<file path="src/rtl/uvbar_pkg.sv">
// ----------------------------------------------------------------------------
// uvbar_pkg
// shared types, constants and helpers of the uv index bar display unit
// ----------------------------------------------------------------------------
package uvbar_pkg;

    localparam int IN_DATA_W  = 72;
    localparam int OUT_DATA_W = 56;
    localparam int ADDR_W     = 5;
    localparam int PROD_W     = 40;
    localparam int ACC_W      = 41;
    localparam int NEG_W      = 27;
    localparam int CALC_W     = 24;

    typedef enum logic [2:0] {
        ST_IDLE = 3'b001,
        ST_CALC = 3'b010,
        ST_OUT  = 3'b100
    } state_t;

    typedef enum logic [1:0] {
        MODE_OFF = 2'd0,
        MODE_UVI = 2'd1,
        MODE_UVA = 2'd2,
        MODE_UVB = 2'd3
    } mode_t;

    localparam logic [1:0] PRESS_NONE  = 2'd0;
    localparam logic [1:0] PRESS_SHORT = 2'd1;

    localparam logic [2:0] REG_UVA_COMP_ONE = 3'd0;
    localparam logic [2:0] REG_UVA_COMP_TWO = 3'd1;
    localparam logic [2:0] REG_UVB_COMP_ONE = 3'd2;
    localparam logic [2:0] REG_UVB_COMP_TWO = 3'd3;
    localparam logic [2:0] REG_UVA_GAIN     = 3'd4;
    localparam logic [2:0] REG_UVB_GAIN     = 3'd5;
    localparam logic [2:0] REG_IDLE_LIMIT   = 3'd6;

    localparam logic [2:0] STEP_A_ONE  = 3'd0;
    localparam logic [2:0] STEP_A_TWO  = 3'd1;
    localparam logic [2:0] STEP_B_ONE  = 3'd2;
    localparam logic [2:0] STEP_B_TWO  = 3'd3;
    localparam logic [2:0] STEP_GAIN_A = 3'd4;
    localparam logic [2:0] STEP_GAIN_B = 3'd5;

    localparam logic [9:0]  RST_UVA_COMP_ONE = 10'd568;
    localparam logic [9:0]  RST_UVA_COMP_TWO = 10'd340;
    localparam logic [9:0]  RST_UVB_COMP_ONE = 10'd755;
    localparam logic [9:0]  RST_UVB_COMP_TWO = 10'd445;
    localparam logic [15:0] RST_UVA_GAIN     = 16'd2231;
    localparam logic [15:0] RST_UVB_GAIN     = 16'd3956;
    localparam logic [7:0]  RST_IDLE_LIMIT   = 8'd150;

    localparam logic [7:0] ROW_A_BASE = 8'hE0;
    localparam logic [7:0] ROW_B_BASE = 8'hD0;
    localparam logic [7:0] IND_BASE   = 8'hB0;
    localparam logic [7:0] LEVEL_MAX  = 8'd254;

    localparam logic [7:0] THR_UPPER_A = 8'd24;
    localparam logic [7:0] THR_UPPER_B = 8'd152;
    localparam logic [7:0] THR_LOWER_A = 8'd8;
    localparam logic [7:0] THR_LOWER_B = 8'd136;

    function automatic logic [3:0] row_bits(input logic [7:0] level,
                                            input logic [7:0] first);
        logic [3:0] bits;
        logic [8:0] thr;
        bits = '0;
        for (int k = 0; k < 4; k++) begin
            thr = {1'b0, first} + 9'(32 * k);
            bits[k] = ({1'b0, level} >= thr);
        end
        return bits;
    endfunction

endpackage

</file>
<file path="src/rtl/uv_index_bar_display_unit.sv">
// ----------------------------------------------------------------------------
// uv_index_bar_display_unit
// per-pass display mode control, light compensation and bar row coding
// ----------------------------------------------------------------------------
//  channel  | dir | handshake          | contents
//  s_       | in  | s_tvalid/s_tready  | one measurement pass
//  m_       | out | m_tvalid/m_tready  | one display result
//  apb      | in  | psel/penable       | seven config registers at 4*i
//
// a pass with the display on, once its request is taken, runs six turns of the
// one shared 24x16 multiplier in ST_CALC, then codes the level in ST_OUT and
// loads the result into the output register; the unit takes no new request meanwhile.
// a pass that ends off goes from ST_IDLE straight to ST_OUT.
// s_tready is high only while the sequencer is idle; a result waiting on
// m_tready holds in the output register and stalls the next pass in ST_OUT.
// aresetn is synchronous, active low; it restores the register defaults.
// ----------------------------------------------------------------------------
module uv_index_bar_display_unit (
    input  logic                            aclk,
    input  logic                            aresetn,
    input  logic                            s_tvalid,
    output logic                            s_tready,
    // uva_raw, uvb_raw, comp_one_raw, comp_two_raw, press, wake
    input  logic [uvbar_pkg::IN_DATA_W-1:0]  s_tdata,
    output logic                            m_tvalid,
    input  logic                            m_tready,
    // mode, level, upper_row_a, upper_row_b, lower_row_a, lower_row_b, indicator, sleep
    output logic [uvbar_pkg::OUT_DATA_W-1:0] m_tdata,
    input  logic                            psel,
    input  logic                            penable,
    input  logic                            pwrite,
    input  logic [uvbar_pkg::ADDR_W-1:0]     paddr,
    input  logic [31:0]                     pwdata,
    output logic [31:0]                     prdata,
    output logic                            pready
);
    import uvbar_pkg::*;

    logic [9:0]  uva_comp_one_reg, uva_comp_two_reg, uvb_comp_one_reg, uvb_comp_two_reg;
    logic [15:0] uva_gain_reg, uvb_gain_reg;
    logic [7:0]  idle_limit_reg;

    state_t      state_reg, state_next;
    mode_t       mode_reg, mode_next;
    logic [7:0]  idle_reg, idle_next, idle_tmp;
    logic [2:0]  step_reg;

    logic [15:0] uva_reg, uvb_reg, c1_reg, c2_reg;
    logic [NEG_W-1:0]  neg_reg;
    logic [CALC_W-1:0] a_calc_reg, b_calc_reg, calc_next;
    logic [ACC_W-1:0]  acc_reg;

    logic [CALC_W-1:0] mul_a;
    logic [15:0]       mul_b;
    logic [PROD_W-1:0] prod;
    logic [CALC_W-1:0] pos;

    logic                  m_tvalid_reg;
    logic [OUT_DATA_W-1:0] m_tdata_reg;

    logic        s_fire, cfg_wr, out_load;
    logic [15:0] in_uva, in_uvb, in_c1, in_c2;
    logic [1:0]  in_press;
    logic        in_wake;
    logic [ACC_W-1:0] shifted;
    logic [7:0]  level;
    logic [OUT_DATA_W-1:0] out_word;

    assign in_uva   = s_tdata[15:0];
    assign in_uvb   = s_tdata[31:16];
    assign in_c1    = s_tdata[47:32];
    assign in_c2    = s_tdata[63:48];
    assign in_press = s_tdata[65:64];
    assign in_wake  = s_tdata[66];

    assign s_tready = (state_reg == ST_IDLE);
    assign s_fire   = s_tvalid && s_tready;
    assign m_tvalid = m_tvalid_reg;
    assign m_tdata  = m_tdata_reg;
    assign pready   = 1'b1;
    assign cfg_wr   = psel && penable && pwrite;

    // register file
    always_ff @(posedge aclk) begin
        if (!aresetn) begin
            uva_comp_one_reg <= RST_UVA_COMP_ONE;
            uva_comp_two_reg <= RST_UVA_COMP_TWO;
            uvb_comp_one_reg <= RST_UVB_COMP_ONE;
            uvb_comp_two_reg <= RST_UVB_COMP_TWO;
            uva_gain_reg     <= RST_UVA_GAIN;
            uvb_gain_reg     <= RST_UVB_GAIN;
            idle_limit_reg   <= RST_IDLE_LIMIT;
        end else if (cfg_wr) begin
            unique case (paddr[4:2])
                REG_UVA_COMP_ONE: uva_comp_one_reg <= pwdata[9:0];
                REG_UVA_COMP_TWO: uva_comp_two_reg <= pwdata[9:0];
                REG_UVB_COMP_ONE: uvb_comp_one_reg <= pwdata[9:0];
                REG_UVB_COMP_TWO: uvb_comp_two_reg <= pwdata[9:0];
                REG_UVA_GAIN:     uva_gain_reg     <= pwdata[15:0];
                REG_UVB_GAIN:     uvb_gain_reg     <= pwdata[15:0];
                REG_IDLE_LIMIT:   idle_limit_reg   <= pwdata[7:0];
                default: ;
            endcase
        end
    end

    always_comb begin
        unique case (paddr[4:2])
            REG_UVA_COMP_ONE: prdata = {22'd0, uva_comp_one_reg};
            REG_UVA_COMP_TWO: prdata = {22'd0, uva_comp_two_reg};
            REG_UVB_COMP_ONE: prdata = {22'd0, uvb_comp_one_reg};
            REG_UVB_COMP_TWO: prdata = {22'd0, uvb_comp_two_reg};
            REG_UVA_GAIN:     prdata = {16'd0, uva_gain_reg};
            REG_UVB_GAIN:     prdata = {16'd0, uvb_gain_reg};
            REG_IDLE_LIMIT:   prdata = {24'd0, idle_limit_reg};
            default:          prdata = '0;
        endcase
    end

    // mode and idle timeout, settled when the request is taken
    always_comb begin
        mode_next = mode_reg;
        idle_next = idle_reg;
        idle_tmp  = idle_reg;
        if (mode_reg == MODE_OFF) begin
            if (in_wake) begin
                mode_next = MODE_UVI;
                idle_next = 8'd1;
                if (8'd1 >= idle_limit_reg) begin
                    mode_next = MODE_OFF;
                end
            end
        end else begin
            if (in_press != PRESS_NONE) begin
                idle_tmp = '0;
            end
            if (in_press == PRESS_SHORT) begin
                mode_next = mode_t'(mode_reg + 2'd1);
            end
            if (idle_tmp != 8'hFF) begin
                idle_tmp = idle_tmp + 8'd1;
            end
            idle_next = idle_tmp;
            if (idle_tmp >= idle_limit_reg) begin
                mode_next = MODE_OFF;
            end
        end
        if (mode_next == MODE_OFF) begin
            idle_next = '0;
        end
    end

    // shared multiplier operand select
    always_comb begin
        unique case (step_reg)
            STEP_A_ONE: begin
                mul_a = {8'd0, c1_reg};
                mul_b = {6'd0, uva_comp_one_reg};
            end
            STEP_A_TWO: begin
                mul_a = {8'd0, c2_reg};
                mul_b = {6'd0, uva_comp_two_reg};
            end
            STEP_B_ONE: begin
                mul_a = {8'd0, c1_reg};
                mul_b = {6'd0, uvb_comp_one_reg};
            end
            STEP_B_TWO: begin
                mul_a = {8'd0, c2_reg};
                mul_b = {6'd0, uvb_comp_two_reg};
            end
            STEP_GAIN_A: begin
                mul_a = a_calc_reg;
                mul_b = uva_gain_reg;
            end
            STEP_GAIN_B: begin
                mul_a = b_calc_reg;
                mul_b = uvb_gain_reg;
            end
            default: begin
                mul_a = '0;
                mul_b = '0;
            end
        endcase
    end

    assign prod = PROD_W'(mul_a) * PROD_W'(mul_b);

    // clamp of the channel after its second weight, a at STEP_B_ONE, b at STEP_GAIN_A
    assign pos = (step_reg == STEP_B_ONE) ? {uva_reg, 8'd0} : {uvb_reg, 8'd0};
    assign calc_next = ({3'd0, pos} > neg_reg) ? (pos - neg_reg[CALC_W-1:0]) : '0;

    always_comb begin
        state_next = state_reg;
        unique case (state_reg)
            ST_IDLE: if (s_fire) state_next = (mode_next == MODE_OFF) ? ST_OUT : ST_CALC;
            ST_CALC: if (step_reg == STEP_GAIN_B) state_next = ST_OUT;
            ST_OUT:  if (!m_tvalid_reg || m_tready) state_next = ST_IDLE;
            default: state_next = ST_IDLE;
        endcase
    end

    assign out_load = (state_reg == ST_OUT) && (!m_tvalid_reg || m_tready);

    always_ff @(posedge aclk) begin
        if (!aresetn) begin
            state_reg    <= ST_IDLE;
            mode_reg     <= MODE_OFF;
            idle_reg     <= '0;
            step_reg     <= STEP_A_ONE;
            m_tvalid_reg <= 1'b0;
        end else begin
            state_reg <= state_next;
            if (s_fire) begin
                mode_reg <= mode_next;
                idle_reg <= idle_next;
                step_reg <= STEP_A_ONE;
            end else if (state_reg == ST_CALC) begin
                step_reg <= step_reg + 3'd1;
            end
            if (out_load) begin
                m_tvalid_reg <= 1'b1;
            end else if (m_tready) begin
                m_tvalid_reg <= 1'b0;
            end
        end
    end

    always_ff @(posedge aclk) begin
        if (s_fire) begin
            uva_reg <= in_uva;
            uvb_reg <= in_uvb;
            c1_reg  <= in_c1;
            c2_reg  <= in_c2;
        end
        if (state_reg == ST_CALC) begin
            priority case (step_reg)
                STEP_A_ONE: neg_reg <= prod[NEG_W-1:0];
                STEP_A_TWO: neg_reg <= neg_reg + prod[NEG_W-1:0];
                STEP_B_ONE: begin
                    a_calc_reg <= calc_next;
                    neg_reg    <= prod[NEG_W-1:0];
                end
                STEP_B_TWO: neg_reg <= neg_reg + prod[NEG_W-1:0];
                STEP_GAIN_A: begin
                    b_calc_reg <= calc_next;
                    acc_reg    <= (mode_reg != MODE_UVB) ? {1'b0, prod} : '0;
                end
                STEP_GAIN_B: begin
                    if (mode_reg != MODE_UVA) begin
                        acc_reg <= acc_reg + {1'b0, prod};
                    end
                end
                default: ;
            endcase
        end
        if (out_load) begin
            m_tdata_reg <= out_word;
        end
    end

    // level and bar coding
    assign shifted = (mode_reg == MODE_UVI) ? (acc_reg >> 25) : (acc_reg >> 24);
    assign level   = (shifted > ACC_W'(LEVEL_MAX)) ? LEVEL_MAX : shifted[7:0];

    always_comb begin
        out_word = '0;
        out_word[1:0] = mode_reg;
        if (mode_reg == MODE_OFF) begin
            out_word[50] = 1'b1;
        end else begin
            out_word[9:2]   = level;
            out_word[17:10] = ROW_A_BASE | {4'd0, row_bits(level, THR_UPPER_A)};
            out_word[25:18] = ROW_B_BASE | {4'd0, row_bits(level, THR_UPPER_B)};
            out_word[33:26] = ROW_A_BASE | {4'd0, row_bits(level, THR_LOWER_A)};
            out_word[41:34] = ROW_B_BASE | {4'd0, row_bits(level, THR_LOWER_B)};
            out_word[49:42] = IND_BASE | (8'd1 << (mode_reg - 2'd1));
        end
    end

    // off state always leaves the idle counter cleared
    a_idle_off: assert property (@(posedge aclk) disable iff (!aresetn)
        (mode_reg == MODE_OFF) |-> (idle_reg == 8'd0))
        else $error("idle count nonzero while off");

    a_one_at_a_time: assert property (@(posedge aclk) disable iff (!aresetn)
        s_fire |=> !s_tready)
        else $error("request taken while a pass is in work");

    a_sleep_mode: assert property (@(posedge aclk) disable iff (!aresetn)
        m_tvalid_reg |-> (m_tdata_reg[50] == (m_tdata_reg[1:0] == MODE_OFF)))
        else $error("sleep flag disagrees with mode");

    a_off_blank: assert property (@(posedge aclk) disable iff (!aresetn)
        (m_tvalid_reg && m_tdata_reg[1:0] == MODE_OFF) |->
        (m_tdata_reg[49:2] == '0))
        else $error("display not blank while off");

    a_level_max: assert property (@(posedge aclk) disable iff (!aresetn)
        m_tvalid_reg |-> (m_tdata_reg[9:2] <= LEVEL_MAX))
        else $error("level above saturation");

endmodule

</file>
<file path="config.mk">
export PLATFORM = sky130hd
export DESIGN_NAME = uv_index_bar_display_unit
export DESIGN_NICKNAME = d
export VERILOG_FILES = /design/src/rtl/uvbar_pkg.sv /design/src/rtl/uv_index_bar_display_unit.sv
export SDC_FILE = /design/constraint.sdc
export NUM_CORES = 2
export LEC_CHECK = 0
export BUFFER_PORTS_ARGS = -buffer_cell sky130_fd_sc_hd__buf_2
export CORE_MARGIN = 5
export CORE_UTILIZATION = 64
export CTS_CLUSTER_SIZE = 12
export DETAILED_ROUTE_END_ITERATION = 16
export GPL_ROUTABILITY_DRIVEN = 0
export GPL_TIMING_DRIVEN = 1
export MAX_ROUTING_LAYER = met4
export PLACE_DENSITY_LB_ADDON = 0.15
export SLEW_MARGIN = 20
export SYNTH_ARGS = -nofsm -noshare
export SYNTH_HDL_FRONTEND = slang
export SYNTH_SLANG_ARGS = --single-unit
</file>
<file path="constraint.sdc">
create_clock -name aclk -period 28.7 [get_ports aclk]
set_clock_uncertainty 0.1 [all_clocks]
set_input_delay 4.305 -clock aclk [delete_from_list [all_inputs] [get_ports aclk]]
set_output_delay 4.305 -clock aclk [all_outputs]
set_load 0.03 [all_outputs]
</file>
==> impl_metrics.json <==
{
  "startpoint_type": "flop",
  "slew_headroom_pct": 26.98,
  "die_h_um": 227.0,
  "tightestPinTransition_ps": 1095,
  "crit_slowest_cell": "a221o_1",
  "ys_seq_area_share_pct": 27.57,
  "vias": 24650,
  "drv_slew": 0,
  "endpoint_kind": "flop",
  "synth_simple_gate_area_share_pct": 14.73,
  "final-setup-viol-count": 0,
  "initial_core_util_pct": 64.74,
  "worstHoldStart": "uva_comp_two_reg[3]$_SDFFE_PN0P_",
  "fin_crit_ps": 12030,
  "max_cap_violations": 0,
  "async_flop_share_pct": 0,
  "synthMuxAreaShare_pct": 3.010,
  "grt_pass1_vias": 24900,
  "synthCells": 3305,
  "finalCritPeriodShare_pct": 41.93,
  "track_usage_pct": 33.66,
  "finalInstanceArea_mm2": 0.03240,
  "cts_setup_buffers": 0,
  "r2r_start": "step_reg[0]$_SDFFE_PP0P_",
  "coreArea_mm2": 0.04656,
  "post_drt_wl_per_cell_um": 20.99,
  "drt_iter0_drc": 2429,
  "grt_pass1_wl_um": 132200,
  "drt_wl_total_um": 84180,
  "worst-endpoint-arrival_ps": 12190,
  "path_class": "flop to flop",
  "viasPerCell": 6.147,
  "finalNetCount": 4018,
  "cts_sinks": 309,
  "clk_pin_slew_ps": 60,
  "min_path_type": "flop to flop",
  "antenna_found_initial": 1,
  "io-pin-count": 207,
  "root_buffer": "clkbuf_16",
  "rsz0062_at_grt": "false",
  "drive_gt1_share_pct": 9.994,
  "ys.flop_type": "edfxtp_1",
  "grt.overflow.total": 0,
  "worstPathMaxFanout": 44,
  "worstSkewPairLatency_ps": 550,
  "grt_max_degree": 67,
  "slowest_delay_ps": 680,
  "synth_top_family_by_area": "adder cells",
  "dpl-instance-area_mm2": 0.03129,
  "synth_edf_count": 212,
  "firstDrtPassIters": 6,
  "ys_warn_count": 0,
  "die_area_mm2": 0.05153,
  "area_delta_synth_final_pct": 7.493,
  "synth-xor-area-share_pct": 3.603,
  "cts_max_path_buffers": 3,
  "hold_buffers": 0,
  "rows": 79,
  "synth_compound_area_share_pct": 13.35,
  "netlist_area_mm2": 0.03014,
  "syn_avg_cell_area_um2": 9.119,
  "dieWidth_um": 227.0,
  "finalHoldViolCount": 0,
  "startpoint": "step_reg[0]$_SDFFE_PP0P_",
  "htreeDepth": 2,
  "drc": 0,
  "cts_buffers": 35,
  "hpwlAfterDp_um": 62610,
  "outcome": "finished clean",
  "worstPathRequired_ps": 28860,
  "drtAntennaViolNets": 0,
  "cp_common_cell": "fa_1",
  "yosysUniqueCellTypes": 84,
  "synthAdderAreaFrac_pct": 29.34,
  "largest_reg_flops": 41,
  "ys_ff_latch": 309,
  "tns_ps": 0,
  "cts_tree": "built",
  "post_cts_resized": 0,
  "buffer_ports.inserted": 156,
  "fill_cells": 3611,
  "max_clock_freq_ghz": 0.08309
}
-- per-layer routing --
layer,up-vias,track usage [%],wire (µm)
li1,11120,-,-
met3,264,7.724,8297
met4,0,12.69,3805
met1,12060,41.91,31690
met5,-,-,0
met2,1215,54.26,40390
-- synth_stat cells (all sizes together), types with 14 or more instances --
master,number,area (µm²)
fa,308,6166
and3,21,131.4
nor3,23,115.1
clkbuf,138,518.0
dfxtp,97,1942
a21o,48,360.4
ha,214,2678
a22o,37,324.1
a221oi,21,183.9
a21oi,199,999.7
a221o,19,190.2
xor2,51,446.7
nand2,573,2151
nor2,225,844.6
nand3,71,355.3
o21a,14,105.1
edfxtp,212,6366
nand4,21,131.4
buf,54,359.1
a22oi,22,165.2
o21ai,97,496.7
inv,436,1637
nand2b,19,118.9
a31oi,25,162.6
xnor2,73,639.4
mux2,45,506.7
and2,27,168.9
mux2i,31,310.3
nor2b,22,140.1
-- worst max-delay path, delay by kind of cell, from the launching register on --
| family | cells | cell delay, ps |
|---|---|---|
| fa+ha+maj | 9 | 4540 |
| compound gates | 16 | 4390 |
| simple gates | 5 | 960 |
| buf+inv | 6 | 800 |
| xor+xnor | 2 | 540 |
| flops | 1 | 400 |
-- placed cells by master (no fill, tap or decap), drive strengths merged, types with 14 or more instances in the layout --
master    n
and3     21
mux2i    31
dfxtp    97
nor3     23
xor2     51
buf     205
ha      214
nor2    225
a221oi   21
a21o     48
xnor2    73
a22o     37
nor2b    22
nand2b   19
clkbuf   47
a22oi    22
nand2   573
mux2     45
a21oi   199
nand4    21
o21a     14
inv     438
edfxtp  212
fa      308
a31oi    25
nand3    71
and2     27
a221o    19
o21ai    97
conb     27
-- metrics by stage --
| step | instances | util, % | worst slack (ps) | hold slack (ps) |
|---|---|---|---|---|
| 2_1_floorplan | 3330 | - | 18130 | 342.0 |
| 3_3_place_gp | 3949 | 67.18 | 17120 | 350.8 |
| 3_5_place_dp | 3950 | 67.20 | 16980 | 360.9 |
| 4_1_cts | 4009 | 69.57 | 16930 | 369.7 |
| 5_1_grt | 4010 | 69.59 | 16050 | 396.5 |
| 6_report | 4010 | 69.59 | 16670 | 370.9 |
-- cells by family (layout without fill, tap and decap cells) --
group                    count (synthesis)  in the layout
AO/OA/AOI/OAI                          597            597
XOR/XNOR                               124            124
adder cells (fa/ha/maj)                522            522
AND/OR/NAND/NOR                       1040           1040
flip-flops                             309            309
other                                    2             28
buffers and inverters                  631            703
multiplexers                            80             80
-- final cells by class --
type	instances	area, µm²	share of cell area [%]
clock inverter	12	163.9	0.5059
antenna	1	2.502	0.007724
inverter	439	1648	5.086
sequential	309	8308	25.64
multi-input combinational	2390	19430	59.97
timing repair buffer	205	1146	3.538
tap	607	759.5	2.344
clock buffer	47	940.9	2.904
-- worst paths after layout --
check,end,slack [ps],cells past startpoint
setup / recovery,acc_reg[40]$_SDFFCE_PN0P_,16670,38
hold / removal,uva_comp_two_reg[3]$_SDFFE_PN0P_,370,2
setup reg to reg,acc_reg[40]$_SDFFCE_PN0P_,16670,38
hold reg to reg,uva_comp_two_reg[3]$_SDFFE_PN0P_,370,2
Power is left out: the tool's default activity adds up to more than one toggle a clock period on the data nets, which glitch-free logic cannot reach.
